### config.mk
export PLATFORM = sky130hd
export DESIGN_NAME = rgb_to_hsl_converter_flat
export DESIGN_NICKNAME = d
export VERILOG_FILES = /design/src/hdl/rgbhsl_pkg.sv /design/src/hdl/rgbhsl_ifs.sv /design/src/hdl/rgbhsl_front.sv /design/src/hdl/rgbhsl_cell.sv /design/src/hdl/rgb_to_hsl_converter.sv /design/src/flat_wrapper.sv
export SDC_FILE = /design/constraint.sdc
export NUM_CORES = 2
export LEC_CHECK = 0
export BUFFER_PORTS_ARGS = -buffer_cell sky130_fd_sc_hd__buf_4
export CAP_MARGIN = 20
export CORE_MARGIN = 5
export CORE_UTILIZATION = 61
export DETAILED_ROUTE_END_ITERATION = 12
export PLACE_DENSITY = 0.77
export SYNTH_ARGS = -nofsm -noshare
export SYNTH_HDL_FRONTEND = slang
export SYNTH_SLANG_ARGS = --single-unit
### constraint.sdc
create_clock -name i_clk -period 18.45 [get_ports i_clk]
set_input_delay 0.9225 -clock i_clk [delete_from_list [all_inputs] [get_ports i_clk]]
set_output_delay 0.9225 -clock i_clk [all_outputs]
set_load 0.02 [all_outputs]
### src/hdl/rgbhsl_pkg.sv
// ----------------------------------------------------------------------------
// rgbhsl_pkg
// Widths, lane layout and shared types of the RGB to HSL converter.
// ----------------------------------------------------------------------------
package rgbhsl_pkg;

    localparam int CHANNEL_BITS  = 8;
    localparam int FRACTION_BITS = 16;

    // Every divisor is at most six times the largest channel value.
    localparam int DIV_BITS  = CHANNEL_BITS + 3;
    // Quotient bits of n/d scaled by 2^(FRACTION_BITS+1), before rounding.
    localparam int QUOT_BITS = FRACTION_BITS + 2;
    localparam int NUM_CELLS = QUOT_BITS;
    localparam int LANES     = 3;

    localparam int LANE_HUE = 0;
    localparam int LANE_SAT = 1;
    localparam int LANE_LIG = 2;

    localparam logic [DIV_BITS-1:0] CHAN_MAX    = DIV_BITS'((1 << CHANNEL_BITS) - 1);
    localparam logic [DIV_BITS-1:0] FULL_SCALE2 = DIV_BITS'(2 * ((1 << CHANNEL_BITS) - 1));

    typedef logic [CHANNEL_BITS-1:0]  t_chan;
    typedef logic [FRACTION_BITS-1:0] t_frac;

    // One division in flight: partial remainder, divisor, the numerator bit
    // still to be shifted in, and the quotient collected so far.
    typedef struct packed {
        logic [DIV_BITS-1:0]  rem;
        logic [DIV_BITS-1:0]  den;
        logic                 fill;
        logic [QUOT_BITS-1:0] quot;
    } t_lane;

    typedef t_lane [LANES-1:0] t_lanes;

endpackage

### src/hdl/rgbhsl_ifs.sv
// ----------------------------------------------------------------------------
// rgbhsl interfaces
// Valid/ready channels for pixels, HSL results and the divider chain links.
// ----------------------------------------------------------------------------
interface rgbhsl_pix_if;
    import rgbhsl_pkg::*;
    logic  valid;
    logic  ready;
    t_chan red;
    t_chan green;
    t_chan blue;
    modport source (output valid, output red, output green, output blue, input ready);
    modport sink   (input valid, input red, input green, input blue, output ready);
endinterface

interface rgbhsl_hsl_if;
    import rgbhsl_pkg::*;
    logic  valid;
    logic  ready;
    t_frac hue;
    t_frac saturation;
    t_frac lightness;
    modport source (output valid, output hue, output saturation, output lightness,
                    input ready);
    modport sink   (input valid, input hue, input saturation, input lightness,
                    output ready);
endinterface

interface rgbhsl_link_if;
    import rgbhsl_pkg::*;
    logic   valid;
    logic   ready;
    t_lanes data;
    modport source (output valid, output data, input ready);
    modport sink   (input valid, input data, output ready);
endinterface

### src/hdl/rgbhsl_front.sv
// ----------------------------------------------------------------------------
// rgbhsl_front
// Finds max and min of a pixel and sets up numerator and divisor of the
// hue, saturation and lightness divisions.
// ----------------------------------------------------------------------------
module rgbhsl_front (
    input  logic          i_clk,
    input  logic          i_rst_n,
    rgbhsl_pix_if.sink    i_pix,
    rgbhsl_link_if.source o_link
);
    import rgbhsl_pkg::*;

    logic   r_valid;
    t_lanes r_data;
    t_lanes n_data;

    t_chan                 mx;
    t_chan                 mn;
    logic [CHANNEL_BITS:0] sum;
    logic [DIV_BITS-1:0]   sum_x;
    logic [DIV_BITS-1:0]   delta_x;
    logic [DIV_BITS-1:0]   r_x;
    logic [DIV_BITS-1:0]   g_x;
    logic [DIV_BITS-1:0]   b_x;
    logic [DIV_BITS-1:0]   hue_num;
    logic [DIV_BITS-1:0]   hue_den;
    logic [DIV_BITS-1:0]   sat_num;
    logic [DIV_BITS-1:0]   sat_den;
    logic                  grey;

    function automatic t_lane make_lane(input logic [DIV_BITS-1:0] num,
                                        input logic [DIV_BITS-1:0] den);
        t_lane lane;
        lane.rem  = num >> 1;
        lane.fill = num[0];
        lane.den  = den;
        lane.quot = '0;
        return lane;
    endfunction

    always_comb begin
        mx = i_pix.red;
        if (i_pix.green > mx) mx = i_pix.green;
        if (i_pix.blue > mx) mx = i_pix.blue;
        mn = i_pix.red;
        if (i_pix.green < mn) mn = i_pix.green;
        if (i_pix.blue < mn) mn = i_pix.blue;
    end

    assign sum     = {1'b0, mx} + {1'b0, mn};
    assign sum_x   = DIV_BITS'(sum);
    assign delta_x = DIV_BITS'(mx - mn);
    assign r_x     = DIV_BITS'(i_pix.red);
    assign g_x     = DIV_BITS'(i_pix.green);
    assign b_x     = DIV_BITS'(i_pix.blue);
    assign grey    = (mx == mn);

    // Hue numerator; the true value lies in [0, 6*delta), so wrapping
    // intermediate terms in DIV_BITS is harmless. Blue wins ties, then green.
    always_comb begin
        if (i_pix.blue == mx) begin
            hue_num = (delta_x << 2) + r_x - g_x;
        end else if (i_pix.green == mx) begin
            hue_num = (delta_x << 1) + b_x - r_x;
        end else if (i_pix.green < i_pix.blue) begin
            hue_num = (delta_x << 2) + (delta_x << 1) + g_x - b_x;
        end else begin
            hue_num = g_x - b_x;
        end
    end

    always_comb begin
        if (grey) begin
            // A zero over one keeps the divider chain free of special cases.
            hue_den = DIV_BITS'(1);
            sat_den = DIV_BITS'(1);
            sat_num = '0;
        end else begin
            hue_den = (delta_x << 2) + (delta_x << 1);
            sat_den = (sum_x <= CHAN_MAX) ? sum_x : FULL_SCALE2 - sum_x;
            sat_num = delta_x;
        end
    end

    always_comb begin
        n_data[LANE_HUE] = make_lane(grey ? '0 : hue_num, hue_den);
        n_data[LANE_SAT] = make_lane(sat_num, sat_den);
        n_data[LANE_LIG] = make_lane(sum_x, FULL_SCALE2);
    end

    assign i_pix.ready  = !r_valid || o_link.ready;
    assign o_link.valid = r_valid;
    assign o_link.data  = r_data;

    always_ff @(posedge i_clk) begin
        if (!i_rst_n) begin
            r_valid <= 1'b0;
        end else if (i_pix.ready) begin
            r_valid <= i_pix.valid;
        end
    end

    always_ff @(posedge i_clk) begin
        if (i_pix.ready && i_pix.valid) begin
            r_data <= n_data;
        end
    end

endmodule

### src/hdl/rgbhsl_cell.sv
// ----------------------------------------------------------------------------
// rgbhsl_cell
// One restoring division step for all three lanes: shift the remainder,
// try the divisor, keep one quotient bit, pass the beat on.
// ----------------------------------------------------------------------------
module rgbhsl_cell (
    input  logic          i_clk,
    input  logic          i_rst_n,
    rgbhsl_link_if.sink   i_link,
    rgbhsl_link_if.source o_link
);
    import rgbhsl_pkg::*;

    logic   r_valid;
    t_lanes r_data;
    t_lanes n_data;

    for (genvar k = 0; k < LANES; k++) begin : g_lane
        logic [DIV_BITS:0]   trial;
        logic [DIV_BITS:0]   diff;
        logic                take;

        assign trial = {i_link.data[k].rem, i_link.data[k].fill};
        assign diff  = trial - {1'b0, i_link.data[k].den};
        assign take  = (trial >= {1'b0, i_link.data[k].den});

        assign n_data[k].rem  = take ? diff[DIV_BITS-1:0] : trial[DIV_BITS-1:0];
        assign n_data[k].den  = i_link.data[k].den;
        assign n_data[k].fill = 1'b0;
        assign n_data[k].quot = {i_link.data[k].quot[QUOT_BITS-2:0], take};
    end

    assign i_link.ready = !r_valid || o_link.ready;
    assign o_link.valid = r_valid;
    assign o_link.data  = r_data;

    always_ff @(posedge i_clk) begin
        if (!i_rst_n) begin
            r_valid <= 1'b0;
        end else if (i_link.ready) begin
            r_valid <= i_link.valid;
        end
    end

    always_ff @(posedge i_clk) begin
        if (i_link.ready && i_link.valid) begin
            r_data <= n_data;
        end
    end

    a_rem_below_den: assert property (@(posedge i_clk) disable iff (!i_rst_n)
        r_valid |-> (r_data[LANE_HUE].rem < r_data[LANE_HUE].den) &&
                    (r_data[LANE_SAT].rem < r_data[LANE_SAT].den) &&
                    (r_data[LANE_LIG].rem < r_data[LANE_LIG].den))
        else $error("partial remainder not below divisor");

    a_den_nonzero: assert property (@(posedge i_clk) disable iff (!i_rst_n)
        r_valid |-> (r_data[LANE_HUE].den != '0) && (r_data[LANE_SAT].den != '0) &&
                    (r_data[LANE_LIG].den == FULL_SCALE2))
        else $error("bad divisor in divider chain");

    a_fill_spent: assert property (@(posedge i_clk) disable iff (!i_rst_n)
        r_valid |-> !r_data[LANE_HUE].fill && !r_data[LANE_SAT].fill &&
                    !r_data[LANE_LIG].fill)
        else $error("numerator bit not consumed");

    a_reset_empty: assert property (@(posedge i_clk)
        !i_rst_n |=> !r_valid)
        else $error("cell holds a beat after reset");

endmodule

### src/hdl/rgb_to_hsl_converter.sv
// ----------------------------------------------------------------------------
// rgb_to_hsl_converter
// Converts RGB pixels to hue, saturation and lightness fractions through a
// chain of division cells, with rounding and saturation at the output.
// ----------------------------------------------------------------------------
// Stages: one setup stage, 18 divider cells with one quotient bit each and
// one rounding output register. Throughput: one pixel per cycle unless the
// output stalls; every stage holds its own beat and advances whenever the
// stage after it is empty or moving.
// Reset: synchronous, active low; clears all valid flags, data is not reset.
// ----------------------------------------------------------------------------
module rgb_to_hsl_converter (
    input  logic         i_clk,
    input  logic         i_rst_n,
    rgbhsl_pix_if.sink   i_pix,
    rgbhsl_hsl_if.source o_hsl
);
    import rgbhsl_pkg::*;

    rgbhsl_link_if u_link [NUM_CELLS+1] ();

    logic   r_valid;
    t_frac  r_hue;
    t_frac  r_sat;
    t_frac  r_lig;
    logic   tail_ready;
    logic   tail_valid;
    t_lanes tail_data;

    // Round half up from one extra quotient bit, then clip a full turn or
    // a ratio of one to the largest code.
    function automatic t_frac round_sat(input logic [QUOT_BITS-1:0] quot);
        logic [QUOT_BITS-1:0] bumped;
        bumped = quot + QUOT_BITS'(1);
        return bumped[QUOT_BITS-1] ? '1 : bumped[QUOT_BITS-2:1];
    endfunction

    rgbhsl_front u_front (
        .i_clk   (i_clk),
        .i_rst_n (i_rst_n),
        .i_pix   (i_pix),
        .o_link  (u_link[0])
    );

    for (genvar c = 0; c < NUM_CELLS; c++) begin : g_cell
        rgbhsl_cell u_cell (
            .i_clk   (i_clk),
            .i_rst_n (i_rst_n),
            .i_link  (u_link[c]),
            .o_link  (u_link[c+1])
        );
    end

    assign tail_valid              = u_link[NUM_CELLS].valid;
    assign tail_data               = u_link[NUM_CELLS].data;
    assign tail_ready              = !r_valid || o_hsl.ready;
    assign u_link[NUM_CELLS].ready = tail_ready;

    assign o_hsl.valid      = r_valid;
    assign o_hsl.hue        = r_hue;
    assign o_hsl.saturation = r_sat;
    assign o_hsl.lightness  = r_lig;

    always_ff @(posedge i_clk) begin
        if (!i_rst_n) begin
            r_valid <= 1'b0;
        end else if (tail_ready) begin
            r_valid <= tail_valid;
        end
    end

    always_ff @(posedge i_clk) begin
        if (tail_ready && tail_valid) begin
            r_hue <= round_sat(tail_data[LANE_HUE].quot);
            r_sat <= round_sat(tail_data[LANE_SAT].quot);
            r_lig <= round_sat(tail_data[LANE_LIG].quot);
        end
    end

endmodule

### src/flat_wrapper.sv
// flat-port wrapper written by rule: the top's interface ports become plain ports
module rgb_to_hsl_converter_flat import rgbhsl_pkg::*;
  (i_clk, i_rst_n, i_pix_valid, i_pix_red, i_pix_green, i_pix_blue, i_pix_ready, o_hsl_valid, o_hsl_hue, o_hsl_saturation, o_hsl_lightness, o_hsl_ready);
  rgbhsl_pix_if i_pix_i ();
  rgbhsl_hsl_if o_hsl_i ();
  input  logic i_clk;
  input  logic i_rst_n;
  input wire logic [$bits(i_pix_i.valid)-1:0] i_pix_valid;
  input wire logic [$bits(i_pix_i.red)-1:0] i_pix_red;
  input wire logic [$bits(i_pix_i.green)-1:0] i_pix_green;
  input wire logic [$bits(i_pix_i.blue)-1:0] i_pix_blue;
  output wire logic [$bits(i_pix_i.ready)-1:0] i_pix_ready;
  output wire logic [$bits(o_hsl_i.valid)-1:0] o_hsl_valid;
  output wire logic [$bits(o_hsl_i.hue)-1:0] o_hsl_hue;
  output wire logic [$bits(o_hsl_i.saturation)-1:0] o_hsl_saturation;
  output wire logic [$bits(o_hsl_i.lightness)-1:0] o_hsl_lightness;
  input wire logic [$bits(o_hsl_i.ready)-1:0] o_hsl_ready;
  assign i_pix_i.valid = i_pix_valid;
  assign i_pix_i.red = i_pix_red;
  assign i_pix_i.green = i_pix_green;
  assign i_pix_i.blue = i_pix_blue;
  assign i_pix_ready = i_pix_i.ready;
  assign o_hsl_valid = o_hsl_i.valid;
  assign o_hsl_hue = o_hsl_i.hue;
  assign o_hsl_saturation = o_hsl_i.saturation;
  assign o_hsl_lightness = o_hsl_i.lightness;
  assign o_hsl_i.ready = o_hsl_ready;
  rgb_to_hsl_converter u_core (.i_clk(i_clk), .i_rst_n(i_rst_n), .i_pix(i_pix_i), .o_hsl(o_hsl_i));
endmodule
Word-level counts from Yosys, hierarchy flattened
Cells that the tools add are included.
{"block": "totals", "input_bits": 28, "wordCells": 468, "register_bits": 1548, "output_inout_bits": 50}
{"block": "op_classes", "reduce_logical": 61, "add_sub_neg": 65, "muxes": 59, "magnitude_cmp": 60, "n_eq_ne": 3}
{"op": "11-bit two-way mux", "n": 53}
{"op": "12-bit by 11-bit >= comparator with 1-bit output", "n": 34}
{"op": "11-bit subtractor", "n": 33}
{"op": "12-bit by 9-bit >= comparator with 1-bit output, second input constant", "n": 17}
{"op": "11-bit by 9-bit subtractor with 11-bit output, second input constant", "n": 16}
{"op": "18-bit by 1-bit adder with 18-bit output, second input constant", "n": 3}
{"op": "11-bit by 8-bit subtractor with 11-bit output", "n": 3}
{"op": "8-bit two-way mux", "n": 4}
{"op": "8-bit == test", "n": 3}
{"op": "8-bit less-than comparator", "n": 3}
{"op": "11-bit by 8-bit adder with 11-bit output", "n": 2}
{"op": "11-bit >= comparator", "n": 2}
{"op": "1-bit logical AND", "n": 20}
{"op": "1-bit logical NOT", "n": 20}
{"op": "1-bit logical OR", "n": 20}
{"op": "9-bit two-way mux", "n": 2}
{"op": "8-bit by 8-bit subtractor with 9-bit output", "n": 2}
{"op": "8-bit > comparator", "n": 2}
{"op": "10-bit by 9-bit adder with 11-bit output", "n": 1}
{"op": "11-bit adder", "n": 1}
{"op": "9-bit by 10-bit subtractor with 11-bit output", "n": 1}
{"op": "9-bit by 9-bit subtractor with 10-bit output, first input constant", "n": 1}
{"op": "9-bit by 9-bit subtractor with 10-bit output, second input constant", "n": 1}
{"op": "8-bit by 8-bit adder with 9-bit output", "n": 1}
{"op": "3 further kinds", "n": 3}

Depth between registers and ports, before layout
{"block": "logic_depth", "ltp_word": 22, "depth_mapped": 42, "ltp_nobuf": 40}

By module
From an unflattened synthesis, not the netlist that was laid out.
{"block": "hier_totals", "cells_unflattened": 8523, "area_unflattened_um2": 113303.7}
{"mod": "rgbhsl_cell (u_core.g_cell[13].u_cell ...)", "area_per_inst_um2": 5743.0, "seq_area_each_um2": 3623.5, "cells_each": 415, "n_inst": 11}
{"mod": "rgbhsl_cell (u_core.g_cell[0].u_cell ...)", "area_per_inst_um2": 5770.5, "seq_area_each_um2": 3623.5, "cells_each": 418, "n_inst": 7}
{"mod": "rgbhsl_front", "area_per_inst_um2": 7031.7, "seq_area_each_um2": 1491.4, "cells_each": 796, "n_inst": 1}
{"mod": "rgb_to_hsl_converter", "area_per_inst_um2": 2705.1, "seq_area_each_um2": 1461.4, "cells_each": 236, "n_inst": 1}

Worst setup path before layout
OpenSTA, ideal clock, no wires.
{"block": "synth_timing", "kind": "in2reg", "from": "input port o_hsl_ready", "to": "register u_core.g_cell[14].u_cell.r_data, in the netlist u_core.g_cell[14].u_cell.o_link.data[0], enable pin", "n_path_buf": 0, "t_required_ns": 17.763, "cell_stages": 4, "slack_ns": 9.648, "arrival_ns": 8.115, "setup_ns": 0.687, "path_cell_list": "nor2b_1 -> and3_1 -> and2_1 -> a21boi_0"}
{"block": "synth_between", "elab_chain_len": 6}
{"element": "start: declaration", "line": "flat_wrapper.sv:17", "source": "input wire logic [$bits(o_hsl_i.ready)-1:0] o_hsl_ready;"}
{"element": "1-bit logical OR", "line": "rgb_to_hsl_converter.sv:56", "source": "assign tail_ready = !r_valid || o_hsl.ready;"}
{"element": "1-bit logical OR (4 in series)", "line": "rgbhsl_cell.sv:33", "source": "assign i_link.ready = !r_valid || o_link.ready;"}
{"element": "1-bit logical AND", "line": "rgbhsl_cell.sv:46", "source": "if (i_link.ready && i_link.valid) begin"}
{"element": "end signal: assignment", "line": "rgbhsl_cell.sv:47", "source": "r_data <= n_data;"}
{"element": "end: declaration", "line": "rgbhsl_cell.sv:15", "source": "t_lanes r_data;"}
Every way passes these cells.
A chain may end at the register's enable or synchronous reset.

Final worst setup path
{"block": "layout_timing", "from": "input port i_pix_green[7]", "to": "register u_core.u_front.r_data, in the netlist u_core.u_front.o_link.data[39] (data pin)"}
{"block": "layout_between", "elab_chain_len": 11, "word_cells_on_any_way": 24, "cone_classes": "add/sub (9); order compare (5); eq/ne (3); mux (7)"}
{"element": "start: declaration", "line": "flat_wrapper.sv:10", "source": "input wire logic [$bits(i_pix_i.green)-1:0] i_pix_green;"}
{"element": "8-bit > comparator / 8-bit less-than comparator (equally long branches)", "line": "rgbhsl_front.sv:44, rgbhsl_front.sv:47"}
{"element": "8-bit two-way mux, on equally long branches", "line": "rgbhsl_front.sv:44, rgbhsl_front.sv:47"}
{"element": "8-bit > comparator / 8-bit less-than comparator (equally long branches)", "line": "rgbhsl_front.sv:45, rgbhsl_front.sv:48"}
{"element": "8-bit two-way mux, on equally long branches", "line": "rgbhsl_front.sv:45, rgbhsl_front.sv:48"}
{"element": "8-bit by 8-bit subtractor with 9-bit output (*)", "line": "rgbhsl_front.sv:53", "source": "assign delta_x = DIV_BITS'(mx - mn);"}
{"element": "named net u_core.u_front.delta_x[2]", "line": "rgbhsl_front.sv:22", "source": "logic [DIV_BITS-1:0] delta_x;"}
{"element": "11-bit adder", "line": "rgbhsl_front.sv:67", "source": "hue_num = (delta_x << 2) + (delta_x << 1) + g_x - b_x;"}
{"element": "11-bit by 8-bit adder with 11-bit output", "line": "rgbhsl_front.sv:67"}
{"element": "11-bit by 8-bit subtractor with 11-bit output", "line": "rgbhsl_front.sv:67"}
{"element": "11-bit two-way mux", "line": "rgbhsl_front.sv:66", "source": "end else if (i_pix.green < i_pix.blue) begin"}
{"element": "11-bit two-way mux", "line": "rgbhsl_front.sv:64", "source": "end else if (i_pix.green == mx) begin"}
{"element": "11-bit two-way mux (*)", "line": "rgbhsl_front.sv:62", "source": "if (i_pix.blue == mx) begin"}
{"element": "end signal: assignment", "line": "rgbhsl_front.sv:106", "source": "r_data <= n_data;"}
{"element": "end: declaration", "line": "rgbhsl_front.sv:15", "source": "t_lanes r_data;"}
The timed path passes the listed nets; every way through them passes the cells marked *.

==> impl_metrics.toml <==
[timing]
min_period_ps = 9830
finClkSkew_ps = 15.62
rsz0062_at_grt = "false"
period_share_pct = 53.28
fmax_mhz = 101.7
slew_violations = 0
maxSlewHeadroom_pct = 33.66
whs_ps = 405.9
worst-slew-pin-transition_ps = 995.0
timing_hold_violations_final = 0
setup_violations = 0
fin_tns_setup_ps = 0

[final_layout]
diodes = 0
drive_above_1_share_pct = 6.659
design_area_mm2 = 0.07984
fin_nets = 6606
syn_to_final_growth_pct = 10.08

[logic_synthesis]
synth_commonest_cells = "edfxtp_1, inv_1, ha_1"
synth-xor-area-share_pct = 3.950
synth-compound-area-share_pct = 10.28
yosysTopAreaCellShare_pct = 61.40
synth_fp_nets = 6419
yosysMostFrequentCell = "edfxtp_1"
synth-simple-area-share_pct = 9.338
synth_top_family_by_area = "compound AO/OA/AOI/OAI gates"
synth_fa_ha_area_share_pct = 10.15
syn_area_per_cell_um2 = 12.42
synth_seq_cells = 1503
yosysTopAreaCell = "edfxtp_1"
yosys_warnings = 0
synth.area.mux_share_pct = 0.1121
synth_edf_count = 1483
synth.area.top_cells = "edfxtp_1, ha_1, inv_1"
synth_cells = 5839
async_reset_ff_share_pct = 0
synthFlopType = "edfxtp_1"
synth_cell_type_count = 79
syn-cell-area_mm2 = 0.07253
yosysSeqAreaShare_pct = 61.95

[setup_path]
critical_path_required_ps = 19000
crit_start = "i_pix_green[7]"
slowest_delay_ps = 660
r2r_end = "u_core.u_front.o_link.data[31]"
path_max_fanout = 14
reg2reg_from = "u_core.o_hsl.valid"
worst_setup_path_end_kind = "register"
slowest_stage = "nor2_1"
crit_type = "input pin to register"
r2r_cells = 11
crit_arrival_ps = 10380
crit_path_start_kind = "input pin"
r2r_slack_ps = 14340

[die]
die_w_um = 354.8
design.core.area_mm2 = 0.1181
row_count = 126
start_util_pct = 61.42
dieHeight_um = 354.8
io_pins = 78
die_area_mm2 = 0.1259

[global_route]
grt_max_degree = 78
grt_pass1_wl_um = 209700
grt_antenna_before_repair = 0
grt_pass1_vias = 42550
overflow = 0
grt_usage_pct = 20.36

[hold_path]
hp-start = "u_core.g_cell[16].u_cell.o_link.data[10]"
hold_class = "register to register"
holdPathEnd = "u_core.g_cell[17].u_cell.o_link.data[11]"
min_path_cells = 0

[clocking]
cts_buffer_depth = 3
htree_num_levels = 4
clkSlewWorstSetupHoldPaths_ps = 60
cts_hold_buf = 0
cts_buffers = 148
cts_tree = "yes"
ctsRootBufferMaster = "clkbuf_16"
cts_resized = 0
clock_sinks = 1503
clk-insertion-delay-late_ps = 750
cts_setup_buffers = 0

[drt]
drt_iter0_drc = 2605
ant_nets = 0
drt_first_pass_iters = 7
drt-wirelength-per-cell_um = 16.55
routed_via_density = 5.554
num_vias = 42650
drc = 0
wirelength_um = 127100

[pwr]
irDropWorstVdd_mv = 0.1619
p_leak_nw = 30.32
power.density_mw_per_mm2 = 116.9
total_power_mw = 9.331

[place]
dpl.hpwl_um = 90830
placed_cell_area_mm2 = 0.07522
io_buffers = 77
gp_congestion = 0.9053

[job]
drv_cap = 0

[run_status]
status = "finished, final reports clean"
-- state kept, by name, indices dropped and copies added, names as in the netlist --
name                               count
u_core.g_cell.u_cell.o_link.data    1386
u_core.u_front.o_link.data            49
u_core.g_cell.u_cell.o_link.valid     18
u_core.o_hsl.hue                      16
u_core.o_hsl.lightness                16
u_core.o_hsl.saturation               16
u_core.o_hsl.valid                     1
u_core.u_front.o_link.valid            1
-- layout make-up --
cell class / count / area, um2
sequential: 1503 / 44930
timing repair buffer: 130 / 979.7
tap: 1536 / 1922
multi-input combinational: 3529 / 24720
fill: 8000 / 38240
clock buffer: 191 / 3980
clock inverter: 75 / 621.8
inverter: 714 / 2680
-- routing by layer --
layer	global-route usage (%)	part of all wire, %	vias up
met1	24.86	42	20300
li1	-	-	21260
met3	3.224	3.7	252
met5	0	0	-
met4	7.003	3.2	0
met2	36.99	51	835
-- cells in the final DEF, fill, tap and decap left out, types with 30 or more instances in the layout --
cell,instances
a21boi_0,177
a21oi_1,360
a31o_2,31
and2_1,70
and3_1,34
buf_4,129
clkbuf_1,36
clkbuf_16,152
clkinv_1,30
edfxtp_1,1483
fa_1,61
ha_1,491
inv_1,713
nand2_1,392
nand2b_1,31
nand3_1,61
nand4_1,79
nor2_1,461
nor2b_1,120
nor3_1,69
nor4_1,31
o211ai_1,31
o21a_1,86
o21ai_0,328
o31ai_1,33
or3_1,56
xnor2_1,222
xor2_1,102
-- stage by stage --
| stage | instances | worst slack, ps | util, % |
|---|---|---|---|
| 3_3_place_gp | 7410 | 8026 | 63.70 |
| 6_report | 7678 | 8620 | 67.62 |
| 5_1_grt | 7678 | 7893 | 67.62 |
| 2_1_floorplan | 5839 | 9648 | - |
| 4_1_cts | 7676 | 8750 | 67.60 |
| 3_5_place_dp | 7410 | 7938 | 63.70 |
-- worst max-delay path by stage --
stage,slack [ps],end
floorplan,9650,u_core.g_cell[14].u_cell.o_link.data[0]
global placement,8030,u_core.u_front.o_link.data[39]
detailed placement,7940,u_core.u_front.o_link.data[39]
CTS,8750,u_core.u_front.o_link.data[39]
global route,7890,u_core.u_front.o_link.data[39]
finish,8620,u_core.u_front.o_link.data[39]
-- worst max-delay path, delay by kind of cell --
family                     cells  cell delay (ps)
AOI/OAI and AO/OA             11             3100
adders and majority gates      7             2490
and+or+nand+nor                8             1780
xor gates and xnor gates       4              890
buffers and inverters          6              750
muxes                          1              410
-- power by group --
part           switching (mW)  internal, mW  leakage [nW]
registers              0.0728          3.92          13.6
logic                    1.43          1.06          14.5
clock network            1.21          1.64          2.25
-- kinds of logic after synthesis --
family	Yosys count
simple gates	1441
buf+inv	807
xor+xnor	325
fa+ha+maj	552
flops	1503
mux	8
compound gates	1203
Note: power is estimated with default switching activity, not from simulation.
